## src/design/asn_pkg.sv

```systemverilog
`timescale 1ns / 1ps
`default_nettype none
// ----------------------------------------------------------------------------
// asn_pkg: shared types and constants of the analog sample normalizer
// Fixed field widths, configuration register indexes and the divider request.
// ----------------------------------------------------------------------------
package asn_pkg;

    localparam int SAMPLE_W   = 16;
    localparam int STAMP_W    = 32;
    localparam int SENSOR_W   = 8;
    localparam int CFG_DATA_W = 16;
    localparam int CFG_ADDR_W = 3;

    typedef logic [SAMPLE_W-1:0] sample_t;

    // configuration register indexes
    localparam logic [CFG_ADDR_W-1:0] REG_ENABLE         = 3'd0;
    localparam logic [CFG_ADDR_W-1:0] REG_SEND_ON_CHANGE = 3'd1;
    localparam logic [CFG_ADDR_W-1:0] REG_INVERT         = 3'd2;
    localparam logic [CFG_ADDR_W-1:0] REG_SEND_TIMESTAMP = 3'd3;
    localparam logic [CFG_ADDR_W-1:0] REG_RANGE_LOW      = 3'd4;
    localparam logic [CFG_ADDR_W-1:0] REG_RANGE_HIGH     = 3'd5;
    localparam logic [CFG_ADDR_W-1:0] REG_SENSOR_ID      = 3'd6;

    localparam sample_t RANGE_HIGH_RESET = 16'd4095;

    // request into the serial divider
    typedef struct packed {
        logic    start;
        sample_t dividend;   // clipped sample minus range low, never above divisor
        sample_t divisor;    // range span, nonzero
    } div_req_t;

endpackage : asn_pkg
`default_nettype wire

```

## src/design/analog_sample_normalizer_top.sv

```systemverilog
`timescale 1ns / 1ps
`default_nettype none
// ----------------------------------------------------------------------------
// analog_sample_normalizer_top: clip, normalize and send-on-change filter
// Clips each ADC sample to the configured range, scales it to an unsigned
// Q1.FRACTION_BITS fraction with a serial divider, optionally inverts it and
// emits a result only when it moved more than the change threshold.
// ----------------------------------------------------------------------------
//  channel   ports                              direction  transaction
//  s_        s_valid/s_ready, sample, stamp     in         one ADC sample
//  m_        m_valid/m_ready, level, sensor,    out        zero or one per sample
//            stamp_out
//  cfg_      cfg_wr_en, cfg_addr, cfg_wr_data   in         one register write
//
//  One sample is in flight at a time. With a valid range s_ready returns
//  only after the prepare, divide and final steps, so no new sample is
//  taken before the last one is through; the one-bit-per-cycle quotient
//  loop in asn_div sets the length of the divide step. With an empty range
//  the divider is skipped and only the prepare and final steps remain.
//  Reset (aresetn low, synchronous) restores register defaults, clears
//  last sent level and drops any pending result.
//  A stalled result holds in the output register; the next sample is already
//  accepted and only waits in its final step if it also produces a result.
// ----------------------------------------------------------------------------
module analog_sample_normalizer_top #(
    parameter int FRACTION_BITS        = 16,
    parameter int CHANGE_THRESHOLD_LSB = 6
) (
    input  wire                                   aclk,
    input  wire                                   aresetn,
    // sample input
    input  wire                                   s_valid,
    output logic                                  s_ready,
    input  wire  [asn_pkg::SAMPLE_W-1:0]          s_sample,
    input  wire  [asn_pkg::STAMP_W-1:0]           s_stamp,
    // result output
    output logic                                  m_valid,
    input  wire                                   m_ready,
    output logic [FRACTION_BITS:0]                m_level,
    output logic [asn_pkg::SENSOR_W-1:0]          m_sensor,
    output logic [asn_pkg::STAMP_W-1:0]           m_stamp_out,
    // configuration writes
    input  wire                                   cfg_wr_en,
    input  wire  [asn_pkg::CFG_ADDR_W-1:0]        cfg_addr,
    input  wire  [asn_pkg::CFG_DATA_W-1:0]        cfg_wr_data
);

    localparam int LW = FRACTION_BITS + 1;
    localparam logic [LW-1:0] LEVEL_ONE = LW'(1) << FRACTION_BITS;
    localparam logic [LW-1:0] THRESHOLD = LW'(CHANGE_THRESHOLD_LSB);

    localparam logic [1:0] ST_IDLE = 2'd0;
    localparam logic [1:0] ST_PREP = 2'd1;
    localparam logic [1:0] ST_DIV  = 2'd2;
    localparam logic [1:0] ST_FIN  = 2'd3;

    // configuration registers
    logic                              enable_reg;
    logic                              send_on_change_reg;
    logic                              invert_reg;
    logic                              send_timestamp_reg;
    asn_pkg::sample_t                  range_low_reg;
    asn_pkg::sample_t                  range_high_reg;
    logic [asn_pkg::SENSOR_W-1:0]      sensor_id_reg;

    // control and working registers
    logic [1:0]                        state_reg, state_next;
    asn_pkg::sample_t                  sample_reg;
    logic [asn_pkg::STAMP_W-1:0]       stamp_reg;
    logic                              empty_reg, empty_next;
    logic [LW-1:0]                     last_sent_reg, last_sent_next;

    // output register
    logic                              m_valid_reg, m_valid_next;
    logic [LW-1:0]                     m_level_reg;
    logic [asn_pkg::SENSOR_W-1:0]      m_sensor_reg;
    logic [asn_pkg::STAMP_W-1:0]       m_stamp_reg;

    asn_pkg::div_req_t                 div_req;
    logic                              div_done;
    logic [LW-1:0]                     quotient;

    asn_pkg::sample_t                  clipped;
    logic                              range_empty;
    logic [LW-1:0]                     raw_level;
    logic [LW-1:0]                     level;
    logic [LW-1:0]                     diff;
    logic                              send;
    logic                              out_free;
    logic                              load_out;

    // ------------------------------------------------------------------
    // configuration port: keep the low bits of each register's width
    // ------------------------------------------------------------------
    always_ff @(posedge aclk) begin
        if (!aresetn) begin
            enable_reg         <= 1'b0;
            send_on_change_reg <= 1'b0;
            invert_reg         <= 1'b0;
            send_timestamp_reg <= 1'b0;
            range_low_reg      <= '0;
            range_high_reg     <= asn_pkg::RANGE_HIGH_RESET;
            sensor_id_reg      <= '0;
        end else if (cfg_wr_en) begin
            case (cfg_addr)
                asn_pkg::REG_ENABLE:         enable_reg         <= cfg_wr_data[0];
                asn_pkg::REG_SEND_ON_CHANGE: send_on_change_reg <= cfg_wr_data[0];
                asn_pkg::REG_INVERT:         invert_reg         <= cfg_wr_data[0];
                asn_pkg::REG_SEND_TIMESTAMP: send_timestamp_reg <= cfg_wr_data[0];
                asn_pkg::REG_RANGE_LOW:      range_low_reg      <= cfg_wr_data;
                asn_pkg::REG_RANGE_HIGH:     range_high_reg     <= cfg_wr_data;
                asn_pkg::REG_SENSOR_ID: begin
                    sensor_id_reg <= cfg_wr_data[asn_pkg::SENSOR_W-1:0];
                end
                default: ;  // ignore writes beyond the register list
            endcase
        end
    end

    // ------------------------------------------------------------------
    // clip and span, evaluated in the prepare step
    // ------------------------------------------------------------------
    assign range_empty = range_high_reg <= range_low_reg;

    always_comb begin
        if (sample_reg < range_low_reg) begin
            clipped = range_low_reg;
        end else if (sample_reg > range_high_reg) begin
            clipped = range_high_reg;
        end else begin
            clipped = sample_reg;
        end
    end

    assign div_req.start    = (state_reg == ST_PREP) && !range_empty;
    assign div_req.dividend = clipped - range_low_reg;
    assign div_req.divisor  = range_high_reg - range_low_reg;

    asn_div #(
        .FRAC_BITS (FRACTION_BITS)
    ) u_div (
        .aclk     (aclk),
        .aresetn  (aresetn),
        .req      (div_req),
        .done     (div_done),
        .quotient (quotient)
    );

    // ------------------------------------------------------------------
    // final step: invert, compare against the last sent level
    // ------------------------------------------------------------------
    assign raw_level = empty_reg ? '0 : quotient;
    assign level     = invert_reg ? LEVEL_ONE - raw_level : raw_level;
    assign diff      = (level >= last_sent_reg) ? level - last_sent_reg
                                                : last_sent_reg - level;
    assign send      = enable_reg && send_on_change_reg && (diff > THRESHOLD);
    assign out_free  = !m_valid_reg || m_ready;
    assign load_out  = (state_reg == ST_FIN) && send && out_free;

    always_comb begin
        state_next     = state_reg;
        empty_next     = empty_reg;
        last_sent_next = last_sent_reg;
        m_valid_next   = m_valid_reg && !m_ready;
        case (state_reg)
            ST_IDLE: begin
                if (s_valid) begin
                    state_next = ST_PREP;
                end
            end
            ST_PREP: begin
                // skip the divider when the range is empty or reversed
                empty_next = range_empty;
                state_next = range_empty ? ST_FIN : ST_DIV;
            end
            ST_DIV: begin
                if (div_done) begin
                    state_next = ST_FIN;
                end
            end
            ST_FIN: begin
                if (!send) begin
                    state_next = ST_IDLE;
                end else if (out_free) begin
                    // load the result; while the output register is busy, hold here instead
                    last_sent_next = level;
                    m_valid_next   = 1'b1;
                    state_next     = ST_IDLE;
                end
            end
            default: state_next = ST_IDLE;
        endcase
    end

    always_ff @(posedge aclk) begin
        if (!aresetn) begin
            state_reg     <= ST_IDLE;
            last_sent_reg <= '0;
            m_valid_reg   <= 1'b0;
            empty_reg     <= 1'b0;
        end else begin
            state_reg     <= state_next;
            last_sent_reg <= last_sent_next;
            m_valid_reg   <= m_valid_next;
            empty_reg     <= empty_next;
        end
        if (s_valid && s_ready) begin
            sample_reg <= s_sample;
            stamp_reg  <= s_stamp;
        end
        if (load_out) begin
            m_level_reg  <= level;
            m_sensor_reg <= sensor_id_reg;
            m_stamp_reg  <= send_timestamp_reg ? stamp_reg : '0;
        end
    end

    assign s_ready     = (state_reg == ST_IDLE);
    assign m_valid     = m_valid_reg;
    assign m_level     = m_level_reg;
    assign m_sensor    = m_sensor_reg;
    assign m_stamp_out = m_stamp_reg;

endmodule : analog_sample_normalizer_top
`default_nettype wire

```

## src/design/asn_div.sv

```systemverilog
`timescale 1ns / 1ps
`default_nettype none
// ----------------------------------------------------------------------------
// asn_div: bit-serial restoring divider
// Computes (dividend << FRAC_BITS) / divisor, one quotient bit per cycle.
// ----------------------------------------------------------------------------
module asn_div #(
    parameter int FRAC_BITS = 16
) (
    input  wire                    aclk,
    input  wire                    aresetn,
    input  asn_pkg::div_req_t      req,
    output logic                   done,
    output logic [FRAC_BITS:0]     quotient
);

    localparam int QW = FRAC_BITS + 1;
    localparam int RW = asn_pkg::SAMPLE_W + 1;
    localparam int CW = $clog2(FRAC_BITS + 2);

    logic [RW-1:0]               rem_reg, rem_next;
    logic [QW-1:0]               quo_reg, quo_next;
    asn_pkg::sample_t            divisor_reg;
    logic [CW-1:0]               cnt_reg, cnt_next;
    logic                        first_reg, first_next;
    logic                        busy_reg, busy_next;
    logic                        done_reg, done_next;

    logic [RW-1:0]               shifted;
    logic                        fits;

    // first step uses the remainder as loaded, later steps shift in a zero
    assign shifted = first_reg ? rem_reg : {rem_reg[RW-2:0], 1'b0};
    assign fits    = shifted >= {1'b0, divisor_reg};

    always_comb begin
        rem_next   = rem_reg;
        quo_next   = quo_reg;
        cnt_next   = cnt_reg;
        first_next = first_reg;
        busy_next  = busy_reg;
        done_next  = 1'b0;
        if (req.start) begin
            rem_next   = {1'b0, req.dividend};
            quo_next   = '0;
            cnt_next   = CW'(QW);
            first_next = 1'b1;
            busy_next  = 1'b1;
        end else if (busy_reg) begin
            rem_next   = fits ? shifted - {1'b0, divisor_reg} : shifted;
            quo_next   = {quo_reg[QW-2:0], fits};
            cnt_next   = cnt_reg - CW'(1);
            first_next = 1'b0;
            if (cnt_reg == CW'(1)) begin
                busy_next = 1'b0;
                done_next = 1'b1;
            end
        end
    end

    always_ff @(posedge aclk) begin
        if (!aresetn) begin
            busy_reg <= 1'b0;
            done_reg <= 1'b0;
        end else begin
            busy_reg <= busy_next;
            done_reg <= done_next;
        end
        rem_reg   <= rem_next;
        quo_reg   <= quo_next;
        cnt_reg   <= cnt_next;
        first_reg <= first_next;
        if (req.start) begin
            divisor_reg <= req.divisor;
        end
    end

    assign done     = done_reg;
    assign quotient = quo_reg;

endmodule : asn_div
`default_nettype wire

```

## config.mk

```make
export PLATFORM = sky130hd
export DESIGN_NAME = analog_sample_normalizer_top
export DESIGN_NICKNAME = d
export VERILOG_FILES = /design/src/design/asn_pkg.sv /design/src/design/analog_sample_normalizer_top.sv /design/src/design/asn_div.sv
export SDC_FILE = /design/constraint.sdc
export NUM_CORES = 1
export LEC_CHECK = 0
export BUFFER_PORTS_ARGS = -buffer_cell sky130_fd_sc_hd__buf_2
export CAP_MARGIN = 25
export CORE_MARGIN = 2
export CORE_UTILIZATION = 60
export DETAILED_ROUTE_END_ITERATION = 10
export PLACE_DENSITY = 0.78
export SYNTH_ARGS = -nofsm -noshare
export SYNTH_HDL_FRONTEND = slang
export SYNTH_SLANG_ARGS = --single-unit
export TNS_END_PERCENT = 1
```

## constraint.sdc

```tcl
create_clock -name aclk -period 5.74 [get_ports aclk]
set_input_delay 0.861 -clock aclk [delete_from_list [all_inputs] [get_ports aclk]]
set_output_delay 0.861 -clock aclk [all_outputs]
set_load 0.05 [all_outputs]
```

==> impl_metrics.json <==
{
  "cp.required_ns": 6.15,
  "clockBufferDepth": 3,
  "power_uw": 7060,
  "yosysTopAreaCell": "edfxtp_1",
  "setup_viol": 0,
  "antenna_found_initial": 0,
  "fillCellCount": 1708,
  "routedWlPerCell_um": 16.9,
  "dr.pass1.iters": 5,
  "antenna_cells": 0,
  "cts_tree": "built",
  "fp.dieH_um": 155,
  "synth_fp_nets": 1624,
  "die_x_um": 155,
  "synthTopCellsByArea": "edfxtp_1 (30%), dfxtp_1 (13%), ha_1 (11%), a21oi_1 (4.8%), nand2_1 (3.8%)",
  "p_per_area_nw_per_um2": 454,
  "hpwl_mm": 23.4,
  "drive_gt1_share_pct": 15.6,
  "io_pins": 131,
  "cts_root_buf": "clkbuf_16",
  "ctsHoldBuffers": 0,
  "drc": 0,
  "hold_violations": 0,
  "place_area_um2": 14600,
  "worst_pin_slew_ns": 0.877,
  "ys_seq_elements": 228,
  "nets": 1750,
  "areaGrowthSynthToFinish_pct": 13.4,
  "synth_top_area_share_pct": 30.1,
  "crit_arrival_ns": 5.81,
  "drtAntennaViolNets": 0,
  "worstSetupStartpointType": "flip-flop",
  "hold_path.class": "reg -> reg",
  "worstSetupEndpointType": "flip-flop",
  "synth_cells": 1429,
  "drt_iter0_drc": 867,
  "synth-edff-count": 137,
  "final_cell_area_um2": 15500,
  "critPathBufInv": 2,
  "grt_pass1_vias": 10400,
  "outcome": "finished clean",
  "grt_max_degree": 49,
  "grt_pass1_wl_mm": 51.5,
  "ys_warn_count": 0,
  "htree_levels": 1,
  "post-route-min-period_ns": 5.41,
  "vias_per_cell": 5.79,
  "max_freq_mhz": 185,
  "clk_transition_reported_paths_ns": 0.06,
  "async_flop_share_pct": 0,
  "drv_slew": 0,
  "numPortBuffers": 130,
  "coreArea_um2": 22500,
  "fin_crit_sh_pct": 94.2,
  "cpMaxStageDelayCell": "or4_1",
  "place.gp.congestion": 0.907,
  "dieArea_um2": 24000,
  "clkSinkCount": 228,
  "crit_fanout": 29,
  "slew_headroom_pct": 41.5,
  "row_count": 55,
  "wl_mm": 31.4,
  "synth.distinct_cells": 82,
  "cap_violations": 0,
  "cts_buffers": 25,
  "cpMostUsedCell": "nor2_1",
  "multi_input_area_um2": 7120,
  "finalSetupTns_ns": 0,
  "synth_ff_type": "edfxtp_1",
  "gr-total-overflow": 0,
  "vias": 10800,
  "avgSynthCellArea_um2": 9.58,
  "critical-path-top-delay-family": "simple AND/OR/NAND/NOR gates",
  "yosysSeqAreaShare_pct": 43.4,
  "path_cells": "nor3_2 > nand2b_1 > or3_1 > or4_1 > nor4_1 > nor2_1 > o41ai_1 > xor2_1 > nor2_1 > ha_1 > and4_1 > nand2_1 > nor4_4 > nor3_4 > buf_4 > nor3_1 > o22ai_1 > mux2i_1 > nand4_1 > o211a_4 > buf_12 > mux2i_1 > nor2_1",
  "crit_type": "reg -> reg",
  "fin_skew_ns": 0.00867,
  "p_leak_uw": 0.00642,
  "grt_usage_pct": 26.2,
  "synth_area_um2": 13700,
  "initial_core_util_pct": 60.8,
  "seqCellArea_um2": 5940,
  "critPathMaxStageDelay_ns": 0.48,
  "ir_worst_vdd_mv": 0.305,
  "clock_latency_ns": 0.53,
  "final_cell_mix": "nand2_1 (137), edfxtp_1 (137), buf_2 (130)"
}
power by group:
part           leakage [uW]  switching (uW)  internal [uW]
Sequential          0.00203             133           2050
Clock              0.000388             650            880
Combinational       0.00401            1920           1420
Total               0.00642            2700           4350
final cells by class:
class | count | area share [%]
timing repair buffer | 154 | 5.67
sequential | 228 | 38.2
inverter | 117 | 2.83
multi-input combinational | 1029 | 45.9
clock buffer | 33 | 4.35
tap | 285 | 2.30
clock inverter | 13 | 0.725
timing repair:
item                       4_1_cts  5_1_grt
setup endpoints to repair        0       76
gates resized for setup          0        9
setup buffers                    0        5
synth_stat cells, drive strengths merged, types with 5 or more instances:
cell,number
mux2,17
nor2b,17
o21a,10
o31ai,5
and2,38
or3,7
edfxtp,137
dfxtp,91
a21o,37
ha,118
nor2,123
nand3,22
nand2b,23
nand2,137
a21boi,5
nand4,17
clkbuf,36
nor4,7
nor3,26
a211oi,27
or2,6
o21bai,12
o211ai,16
inv,116
buf,19
o21ai,57
xnor2,36
xor2,24
mux2i,35
a21oi,133
fa,5
o41ai,5
logic make-up (layout without fill, tap and decap cells):
family | after synthesis | in the layout | share of synthesized area [%]
and+or+nand+nor | 445 | 445 | 15.5
AOI/OAI and AO/OA | 349 | 349 | 16.7
DFF | 228 | 228 | 43.4
buffers and inverters | 172 | 317 | 5.05
adders and majority gates | 123 | 123 | 11.5
xor gates and xnor gates | 60 | 60 | 3.84
muxes | 52 | 52 | 3.96
path summary, 6_finish.rpt:
path | startpoint | to | slack [ns] | depth (start not counted)
worst max-delay path | u_div.quotient[2] | last_sent_reg[11] | 0.33 | 23
worst min register to register | sensor_id_reg[5] | m_sensor[5] | 0.42 | 0
worst max register to register | u_div.quotient[2] | last_sent_reg[11] | 0.33 | 23
worst min-delay path | sensor_id_reg[5] | m_sensor[5] | 0.42 | 0
stage by stage:
step	hold slack (ns)	worst slack, ns	instances	utilization (%)
after floorplan	0.408	0.467	1429	-
after global placement	0.411	0.305	1807	65.0
after detailed placement	0.420	0.0960	1807	65.0
after global routing	0.439	-0.0448	1859	69.0
final	0.425	0.334	1859	69.0
after CTS	0.428	0.0374	1853	68.5
per-layer routing:
layer,GRT usage [%],vias to the layer above,wire length (um)
met3,5.82,51,2350
met4,6.75,0,673
met5,0,-,0
met2,41.6,352,14100
li1,-,5334,-
met1,36.5,5021,14200
Power figures use the tool's default switching activity.
